[src/rtl/core/jhsd_pkg.sv]
// Shared constants, codes and field widths for the JPEG Huffman symbol decoder.
package jhsd_pkg;

  localparam int LOOKAHEAD_BITS_DEF = 8;
  localparam int MAX_CODE_LEN_DEF   = 16;
  localparam int MAX_SYMBOLS_DEF    = 256;

  localparam int FUNC_W   = 2;
  localparam int BYTE_W   = 8;
  localparam int WIN_W    = 16;
  localparam int LEN_W    = 5;
  localparam int STATUS_W = 2;

  typedef logic [FUNC_W-1:0]   func_t;
  typedef logic [BYTE_W-1:0]   byte_t;
  typedef logic [WIN_W-1:0]    win_t;
  typedef logic [LEN_W-1:0]    len_t;
  typedef logic [STATUS_W-1:0] status_t;

  localparam func_t FUNC_LOAD_COUNT  = 2'd0;
  localparam func_t FUNC_LOAD_SYMBOL = 2'd1;
  localparam func_t FUNC_DECODE      = 2'd2;
  localparam func_t FUNC_UNUSED      = 2'd3;

  localparam status_t ST_OK     = 2'd0;
  localparam status_t ST_MORE   = 2'd1;
  localparam status_t ST_BAD    = 2'd2;
  localparam status_t ST_LOADED = 2'd3;

endpackage

[src/rtl/core/jhsd_if.sv]
// Valid/ready channel interfaces for the decoder's item and result beats.
interface jhsd_in_if
  import jhsd_pkg::*;
  ();
  logic  valid;
  logic  ready;
  func_t func;
  byte_t entry_index;
  byte_t entry_value;
  win_t  window;
  len_t  avail;

  modport source (output valid, func, entry_index, entry_value, window, avail, input ready);
  modport sink   (input valid, func, entry_index, entry_value, window, avail, output ready);
endinterface

interface jhsd_out_if
  import jhsd_pkg::*;
  ();
  logic    valid;
  logic    ready;
  byte_t   symbol;
  len_t    code_length;
  status_t status;

  modport source (output valid, symbol, code_length, status, input ready);
  modport sink   (input valid, symbol, code_length, status, output ready);
endinterface

[src/rtl/core/jpeg_huffman_symbol_decoder_unit.sv]
// JPEG canonical Huffman table store and bit-serial symbol decoder.
//
// Items arrive on in_chan (valid/ready); each one gives exactly one result
// beat on out_chan. Load items write one code count (func 0) or one symbol
// (func 1) and answer load done. A decode item (func 2) carries a 16-bit
// left-justified window and its valid bit count.
// The decoder shifts the window into a peek register one bit per cycle and
// checks one code length per cycle against the running canonical first code,
// so a code of length L is resolved at its L-th length step, followed by the
// symbol memory read and then the hand-over to the output register.
// Loads, unused codes and early need-more skip the length steps; a decode
// that stops at length L with need-more or invalid skips the memory read;
// the search ends at length MAX_CODE_LEN at the latest. One item is in
// flight at a time; the input is ready again as soon as its result is
// loaded into the output register, even if that result has not yet been
// taken.
// Reset clears the code counts and the output valid; the symbol memory is
// undefined until written. While out_chan stalls, the result is held and a
// finished item waits in the block until the output register frees up.
module jpeg_huffman_symbol_decoder_unit
  import jhsd_pkg::*;
#(
  parameter int LOOKAHEAD_BITS = LOOKAHEAD_BITS_DEF,
  parameter int MAX_CODE_LEN   = MAX_CODE_LEN_DEF,
  parameter int MAX_SYMBOLS    = MAX_SYMBOLS_DEF
) (
  input  logic      clk,
  input  logic      rst_n,
  jhsd_in_if.sink   in_chan,
  jhsd_out_if.source out_chan
);

  localparam int CNT_IDX_W = $clog2(MAX_CODE_LEN);
  localparam int SYM_IDX_W = $clog2(MAX_SYMBOLS);
  localparam int CODE_W    = WIN_W + 1;
  localparam int POS_W     = 12;
  localparam int SPOS_W    = 13;

  localparam logic [1:0] S_IDLE = 2'd0;
  localparam logic [1:0] S_RUN  = 2'd1;
  localparam logic [1:0] S_READ = 2'd2;
  localparam logic [1:0] S_DONE = 2'd3;

  logic [1:0] state_r, state_nxt;

  byte_t counts_r [MAX_CODE_LEN];
  byte_t sym_mem  [MAX_SYMBOLS];
  byte_t sym_rd_r;

  win_t                 win_r, win_nxt;
  win_t                 peek_r, peek_nxt;
  len_t                 avail_r, avail_nxt;
  len_t                 len_r, len_nxt;
  logic [CNT_IDX_W-1:0] cidx_r, cidx_nxt;
  logic [CODE_W-1:0]    code_r, code_nxt;
  logic                 big_r, big_nxt;
  logic [POS_W-1:0]     pos_r, pos_nxt;

  byte_t   res_symbol_r, res_symbol_nxt;
  len_t    res_len_r, res_len_nxt;
  status_t res_status_r, res_status_nxt;

  logic    out_valid_r, out_valid_nxt;
  byte_t   out_symbol_r;
  len_t    out_len_r;
  status_t out_status_r;

  logic                 accept;
  logic                 out_free;
  logic                 rd_en;
  logic [SYM_IDX_W-1:0] rd_addr;
  len_t                 avail_sat;

  win_t              peek_cur;
  byte_t             cnt;
  logic [CODE_W-1:0] diff;
  logic              match;
  logic [SPOS_W-1:0] spos;
  logic [CODE_W:0]   sum;

  assign in_chan.ready = (state_r == S_IDLE);
  assign accept        = in_chan.valid && in_chan.ready;
  assign out_free      = !out_valid_r || out_chan.ready;

  assign avail_sat = (in_chan.avail > len_t'(WIN_W)) ? len_t'(WIN_W) : in_chan.avail;

  // one length per step: the newest window bit joins the peek value
  assign peek_cur = {peek_r[WIN_W-2:0], win_r[WIN_W-1]};
  assign cnt      = counts_r[cidx_r];
  assign diff     = CODE_W'(peek_cur) - code_r;
  assign match    = !big_r && (cnt != '0) && (CODE_W'(peek_cur) >= code_r)
                    && (diff < CODE_W'(cnt));
  assign spos     = SPOS_W'(pos_r) + SPOS_W'(diff[BYTE_W-1:0]);
  assign sum      = (CODE_W+1)'(code_r) + (CODE_W+1)'(cnt);

  always_comb begin
    state_nxt      = state_r;
    win_nxt        = win_r;
    peek_nxt       = peek_r;
    avail_nxt      = avail_r;
    len_nxt        = len_r;
    cidx_nxt       = cidx_r;
    code_nxt       = code_r;
    big_nxt        = big_r;
    pos_nxt        = pos_r;
    res_symbol_nxt = res_symbol_r;
    res_len_nxt    = res_len_r;
    res_status_nxt = res_status_r;
    rd_en          = 1'b0;
    rd_addr        = spos[SYM_IDX_W-1:0];

    unique case (state_r)
      S_IDLE: begin
        if (accept) begin
          res_symbol_nxt = '0;
          res_len_nxt    = '0;
          state_nxt      = S_DONE;
          unique case (in_chan.func)
            FUNC_LOAD_COUNT, FUNC_LOAD_SYMBOL: res_status_nxt = ST_LOADED;
            FUNC_UNUSED:                       res_status_nxt = ST_BAD;
            FUNC_DECODE: begin
              if (avail_sat < len_t'(LOOKAHEAD_BITS) || avail_sat == '0) begin
                res_status_nxt = ST_MORE;
              end else begin
                state_nxt = S_RUN;
                win_nxt   = in_chan.window;
                peek_nxt  = '0;
                avail_nxt = avail_sat;
                len_nxt   = len_t'(1);
                cidx_nxt  = '0;
                code_nxt  = '0;
                big_nxt   = 1'b0;
                pos_nxt   = '0;
              end
            end
            default: res_status_nxt = ST_BAD;
          endcase
        end
      end

      S_RUN: begin
        priority if (len_r > len_t'(LOOKAHEAD_BITS) && avail_r < len_r) begin
          res_status_nxt = ST_MORE;
          state_nxt      = S_DONE;
        end else if (match) begin
          if (spos >= SPOS_W'(MAX_SYMBOLS)) begin
            res_status_nxt = ST_BAD;
            state_nxt      = S_DONE;
          end else begin
            rd_en          = 1'b1;
            res_len_nxt    = len_r;
            res_status_nxt = ST_OK;
            state_nxt      = S_READ;
          end
        end else if (len_r == len_t'(MAX_CODE_LEN)) begin
          res_status_nxt = ST_BAD;
          state_nxt      = S_DONE;
        end else begin
          // advance to the next length: first code doubles after the count
          peek_nxt = peek_cur;
          win_nxt  = {win_r[WIN_W-2:0], 1'b0};
          len_nxt  = len_r + len_t'(1);
          cidx_nxt = cidx_r + CNT_IDX_W'(1);
          pos_nxt  = pos_r + POS_W'(cnt);
          code_nxt = {sum[CODE_W-2:0], 1'b0};
          big_nxt  = big_r || sum[CODE_W] || sum[CODE_W-1];
        end
      end

      S_READ: begin
        res_symbol_nxt = sym_rd_r;
        state_nxt      = S_DONE;
      end

      S_DONE: begin
        if (out_free) begin
          state_nxt = S_IDLE;
        end
      end

      default: state_nxt = S_IDLE;
    endcase
  end

  always_comb begin
    out_valid_nxt = out_valid_r;
    if (state_r == S_DONE && out_free) begin
      out_valid_nxt = 1'b1;
    end else if (out_chan.ready) begin
      out_valid_nxt = 1'b0;
    end
  end

  always_ff @(posedge clk) begin
    if (!rst_n) begin
      state_r     <= S_IDLE;
      out_valid_r <= 1'b0;
      for (int i = 0; i < MAX_CODE_LEN; i++) begin
        counts_r[i] <= '0;
      end
    end else begin
      state_r     <= state_nxt;
      out_valid_r <= out_valid_nxt;
      if (accept && in_chan.func == FUNC_LOAD_COUNT
          && {1'b0, in_chan.entry_index} < 9'(MAX_CODE_LEN)) begin
        counts_r[in_chan.entry_index[CNT_IDX_W-1:0]] <= in_chan.entry_value;
      end
    end
  end

  always_ff @(posedge clk) begin
    if (accept && in_chan.func == FUNC_LOAD_SYMBOL
        && {1'b0, in_chan.entry_index} < 9'(MAX_SYMBOLS)) begin
      sym_mem[in_chan.entry_index[SYM_IDX_W-1:0]] <= in_chan.entry_value;
    end
    if (rd_en) begin
      sym_rd_r <= sym_mem[rd_addr];
    end
  end

  always_ff @(posedge clk) begin
    win_r        <= win_nxt;
    peek_r       <= peek_nxt;
    avail_r      <= avail_nxt;
    len_r        <= len_nxt;
    cidx_r       <= cidx_nxt;
    code_r       <= code_nxt;
    big_r        <= big_nxt;
    pos_r        <= pos_nxt;
    res_symbol_r <= res_symbol_nxt;
    res_len_r    <= res_len_nxt;
    res_status_r <= res_status_nxt;
    if (state_r == S_DONE && out_free) begin
      out_symbol_r <= res_symbol_r;
      out_len_r    <= res_len_r;
      out_status_r <= res_status_r;
    end
  end

  assign out_chan.valid       = out_valid_r;
  assign out_chan.symbol      = out_symbol_r;
  assign out_chan.code_length = out_len_r;
  assign out_chan.status      = out_status_r;

endmodule

[src/flat_wrapper.sv]
// flat-port wrapper written by rule: the top's interface ports become plain ports
module jpeg_huffman_symbol_decoder_unit_flat import jhsd_pkg::*;
#(
  parameter int LOOKAHEAD_BITS = LOOKAHEAD_BITS_DEF,
  parameter int MAX_CODE_LEN   = MAX_CODE_LEN_DEF,
  parameter int MAX_SYMBOLS    = MAX_SYMBOLS_DEF
)
  (clk, rst_n, in_chan_valid, in_chan_func, in_chan_entry_index, in_chan_entry_value, in_chan_window, in_chan_avail, in_chan_ready, out_chan_valid, out_chan_symbol, out_chan_code_length, out_chan_status, out_chan_ready);
  jhsd_in_if in_chan_i ();
  jhsd_out_if out_chan_i ();
  input  logic clk;
  input  logic rst_n;
  input wire logic [$bits(in_chan_i.valid)-1:0] in_chan_valid;
  input wire logic [$bits(in_chan_i.func)-1:0] in_chan_func;
  input wire logic [$bits(in_chan_i.entry_index)-1:0] in_chan_entry_index;
  input wire logic [$bits(in_chan_i.entry_value)-1:0] in_chan_entry_value;
  input wire logic [$bits(in_chan_i.window)-1:0] in_chan_window;
  input wire logic [$bits(in_chan_i.avail)-1:0] in_chan_avail;
  output wire logic [$bits(in_chan_i.ready)-1:0] in_chan_ready;
  output wire logic [$bits(out_chan_i.valid)-1:0] out_chan_valid;
  output wire logic [$bits(out_chan_i.symbol)-1:0] out_chan_symbol;
  output wire logic [$bits(out_chan_i.code_length)-1:0] out_chan_code_length;
  output wire logic [$bits(out_chan_i.status)-1:0] out_chan_status;
  input wire logic [$bits(out_chan_i.ready)-1:0] out_chan_ready;
  assign in_chan_i.valid = in_chan_valid;
  assign in_chan_i.func = in_chan_func;
  assign in_chan_i.entry_index = in_chan_entry_index;
  assign in_chan_i.entry_value = in_chan_entry_value;
  assign in_chan_i.window = in_chan_window;
  assign in_chan_i.avail = in_chan_avail;
  assign in_chan_ready = in_chan_i.ready;
  assign out_chan_valid = out_chan_i.valid;
  assign out_chan_symbol = out_chan_i.symbol;
  assign out_chan_code_length = out_chan_i.code_length;
  assign out_chan_status = out_chan_i.status;
  assign out_chan_i.ready = out_chan_ready;
  jpeg_huffman_symbol_decoder_unit #(.LOOKAHEAD_BITS(LOOKAHEAD_BITS), .MAX_CODE_LEN(MAX_CODE_LEN), .MAX_SYMBOLS(MAX_SYMBOLS)) u_core (.clk(clk), .rst_n(rst_n), .in_chan(in_chan_i), .out_chan(out_chan_i));
endmodule
[config.mk]
export PLATFORM = sky130hd
export DESIGN_NAME = jpeg_huffman_symbol_decoder_unit_flat
export DESIGN_NICKNAME = d
export VERILOG_FILES = /design/src/rtl/core/jhsd_pkg.sv /design/src/rtl/core/jhsd_if.sv /design/src/rtl/core/jpeg_huffman_symbol_decoder_unit.sv /design/src/flat_wrapper.sv
export SDC_FILE = /design/constraint.sdc
export NUM_CORES = 2
export LEC_CHECK = 0
export BUFFER_PORTS_ARGS = -buffer_cell sky130_fd_sc_hd__buf_2
export CAP_MARGIN = 15
export CORE_UTILIZATION = 35
export DETAILED_ROUTE_END_ITERATION = 10
export PLACE_DENSITY = 0.5
export SKIP_CTS_REPAIR_TIMING = 1
export SYNTH_ARGS = -nofsm -noshare
export SYNTH_HDL_FRONTEND = slang
export SYNTH_SLANG_ARGS = --single-unit
[constraint.sdc]
create_clock -name clk -period 7.5 [get_ports clk]
set_input_delay 1.125 -clock clk [delete_from_list [all_inputs] [get_ports clk]]
set_output_delay 1.125 -clock clk [all_outputs]
set_load 0.05 [all_outputs]
==> metrics.yaml <==
grtUsageTotal_pct: 18.1
vias: 43900
internal_power_mw: 26.9
synth_flop_cell: "edfxtp_1"
slew_headroom_pct: 21.1
synth_area_leaders: "edfxtp_1 75%, mux4_2 16%, nor2_1 1.3%"
yosysSeqAreaShare_pct: 75.0
htreeDepth: 4
cp-start-kind: "flip-flop"
synth_most_common_cell: "edfxtp_1"
detail_route.first_pass.iterations: 5
grt_pass1_vias: 44800
post-route-min-period_ns: 5.84
area_growth_pct: 13.5
gp_congestion: 0.796
cap_violations: 0
fillerInstances: 23100
critPathMaxStageDelay_ns: 0.74
core_um2: 260000
p_leak_nw: 32.4
min_from: "u_core.res_symbol_r[7]$_SDFFCE_PN0P_"
dp.cells: 7782
cts_root_buf: "clkbuf_16"
min_path_cells: 0
ant_nets: 0
hold_path.class: "reg2reg"
synth_area_leader_cell: "edfxtp_1"
rr_worst_depth: 13
routedWlPerCell_um: 29.1
insertion_delay_ns: 0.88
crit_path_cell_trace: "ha_1, fa_1, inv_1, ha_1, a21oi_2, xor2_4, buf_4, mux4_2, nor2b_1, a211oi_1, a31oi_1, mux2i_1, mux2i_1"
die_h_um: 514
cts_tree: "done"
tns_ns: 0
drt-total-wl_um: 239000
ios: 60
crit_path_start: "u_core.code_r[1]$_SDFFCE_PN0P_"
drc: 0
pwr-share-seq_pct: 35.4
report.final.slew_viol_count: 0
numCtsBuffers: 231
dp_hpwl_um: 140000
overflow: 0
instances_no_fill: 8220
cp_slowest_cell: "xor2_4"
num_rows: 187
p_sw_mw: 14.1
cts_sinks: 2295
skew_ns: 0.0534
ir_drop_mv: 0.557
end_kind: "flip-flop"
path_clk_slew_ns: 0.07
seq_area_um2: 68800
start_util_pct: 35.3
setup_viol: 0
netlist_instances: 4371
rsz0062_at_grt: "false"
vias_per_cell: 5.34
synth_edf_count: 2288
multi_input_area_um2: 21900
r2r-start: "u_core.code_r[1]$_SDFFCE_PN0P_"
p_clk_share_pct: 28.2
swShare_pct: 34.5
grt_max_degree: 150
cp.required_ns: 8.10
period_share_pct: 77.8
hold_viol_final: 0
power_frac_comb_pct: 36.4
crit_fanout: 27
port_buffers: 59
fmax_mhz: 171
synth_top_area_share_pct: 74.8
syn_area_um2: 91800
layout-drive-gt1-share_pct: 25.7
status: "completed"
tightest_slew_ns: 1.17
dieWidth_um: 514
avgSynthCellArea_um2: 21.0
dieArea_um2: 264000
clockBufferDepth: 3
drt_iter0_markers: 4855
antenna_found_initial: 20
async_flop_share_pct: 0
synth_common_cells: "2,288 x edfxtp_1, 671 x mux4_2, 330 x nor2_1"
cp.arrival_ns: 6.44
critical_path_class: "reg2reg"
grt_pass1_wl_um: 344000
synth_nets: 4474
synth_cell_type_count: 68
yosysWarnings: 0
ys_ff_latch: 2295
layout.nets: 4626
p_per_area_nw_per_um2: 393
## placed cells by master, fill, tap and decap left out, types with 53 or more instances in the layout
cell type / n
edfxtp_1: 2288
mux4_2: 671
nor2_1: 328
clkbuf_16: 232
and2_1: 163
nand2_1: 123
buf_4: 65
inv_1: 54
ha_1: 54
clkinv_1: 53
buf_2: 53
## cell families (layout without fill, tap and decap cells)
kind of cell	count (synthesis)	count (layout)	synth area share, %
AOI/OAI and AO/OA	196	196	1.43
buffers and inverters	286	637	1.35
DFF	2295	2295	75.0
muxes	732	732	17.1
xor gates and xnor gates	32	32	0.305
other	0	2	0
and+or+nand+nor	770	770	3.94
adders and majority gates	60	60	0.850
## critical path: cells and delay by family, from the launching register on
family | cells | cell delay (ns)
buf+inv | 2 | 0.77
fa+ha+maj | 3 | 1.09
mux | 3 | 1.25
simple gates | 1 | 0.21
flops | 1 | 0.41
compound gates | 3 | 1.04
xor+xnor | 1 | 0.74
## stage by stage
step / hold slack [ns] / instance area [µm²] / power, mW / utilization, % / worst slack (ns)
final: 0.419 / 104000 / 41.0 / 40.1 / 1.66
after global routing: 0.426 / 104000 / 42.4 / 40.1 / 1.61
after CTS: 0.421 / 104000 / 41.4 / 40.0 / 1.81
after detailed placement: 0.407 / 96700 / 29.8 / 37.1 / 1.83
after global placement: 0.405 / 96600 / 29.8 / 37.1 / 1.86
after floorplan: 0.400 / 91800 / 23.8 / - / 1.43
## power groups by stage
stage	clock network (mW)	logic [mW]	registers, mW
after floorplan	0	9.01	14.7
after global placement	0	15.0	14.8
after detailed placement	0	15.0	14.8
after CTS	11.8	15.1	14.5
after global routing	12.3	15.6	14.5
final	11.6	14.9	14.5
## final timing paths
kind,end,slack [ns]
setup / recovery,u_core.sym_rd_r[5]$_DFFE_PP_,1.66
hold reg to reg,u_core.out_chan.symbol[7]$_DFFE_PP_,0.42
setup reg to reg,u_core.sym_rd_r[5]$_DFFE_PP_,1.66
hold / removal,u_core.out_chan.symbol[7]$_DFFE_PP_,0.42
## final cells by class
class,count,share of cell area [%]
clock inverter,149,1.46
clock buffer,283,5.77
timing repair buffer,150,1.29
sequential,2295,66.0
antenna,2,0.00480
multi-input combinational,1790,21.0
inverter,55,0.198
tap,3496,4.20
## state kept, by name (all words and copies together) (netlist names), named ones only
name                         count
u_core.sym_rd_r                  8
u_core.len_r                     5
u_core.cidx_r                    4
u_core.out_chan.symbol           8
u_core.counts_r                128
u_core.pos_r                    12
u_core.code_r                   16
u_core.out_chan.code_length      5
u_core.state_r                   2
u_core.sym_mem                2048
u_core.res_status_r              2
u_core.peek_r                   15
u_core.res_symbol_r              8
u_core.out_chan.valid            1
u_core.out_chan.status           2
u_core.win_r                    16
u_core.big_r                     1
u_core.avail_r                   5
u_core.res_len_r                 5
## layer usage
| metal | wire length (µm) | global-route usage (%) |
|---|---|---|
| met1 | 109000 | 27.0 |
| met2 | 111000 | 28.0 |
| met3 | 14400 | 2.94 |
| met4 | 4490 | 3.84 |
| met5 | 13 | 0 |
(Power assumes the default switching activity.)
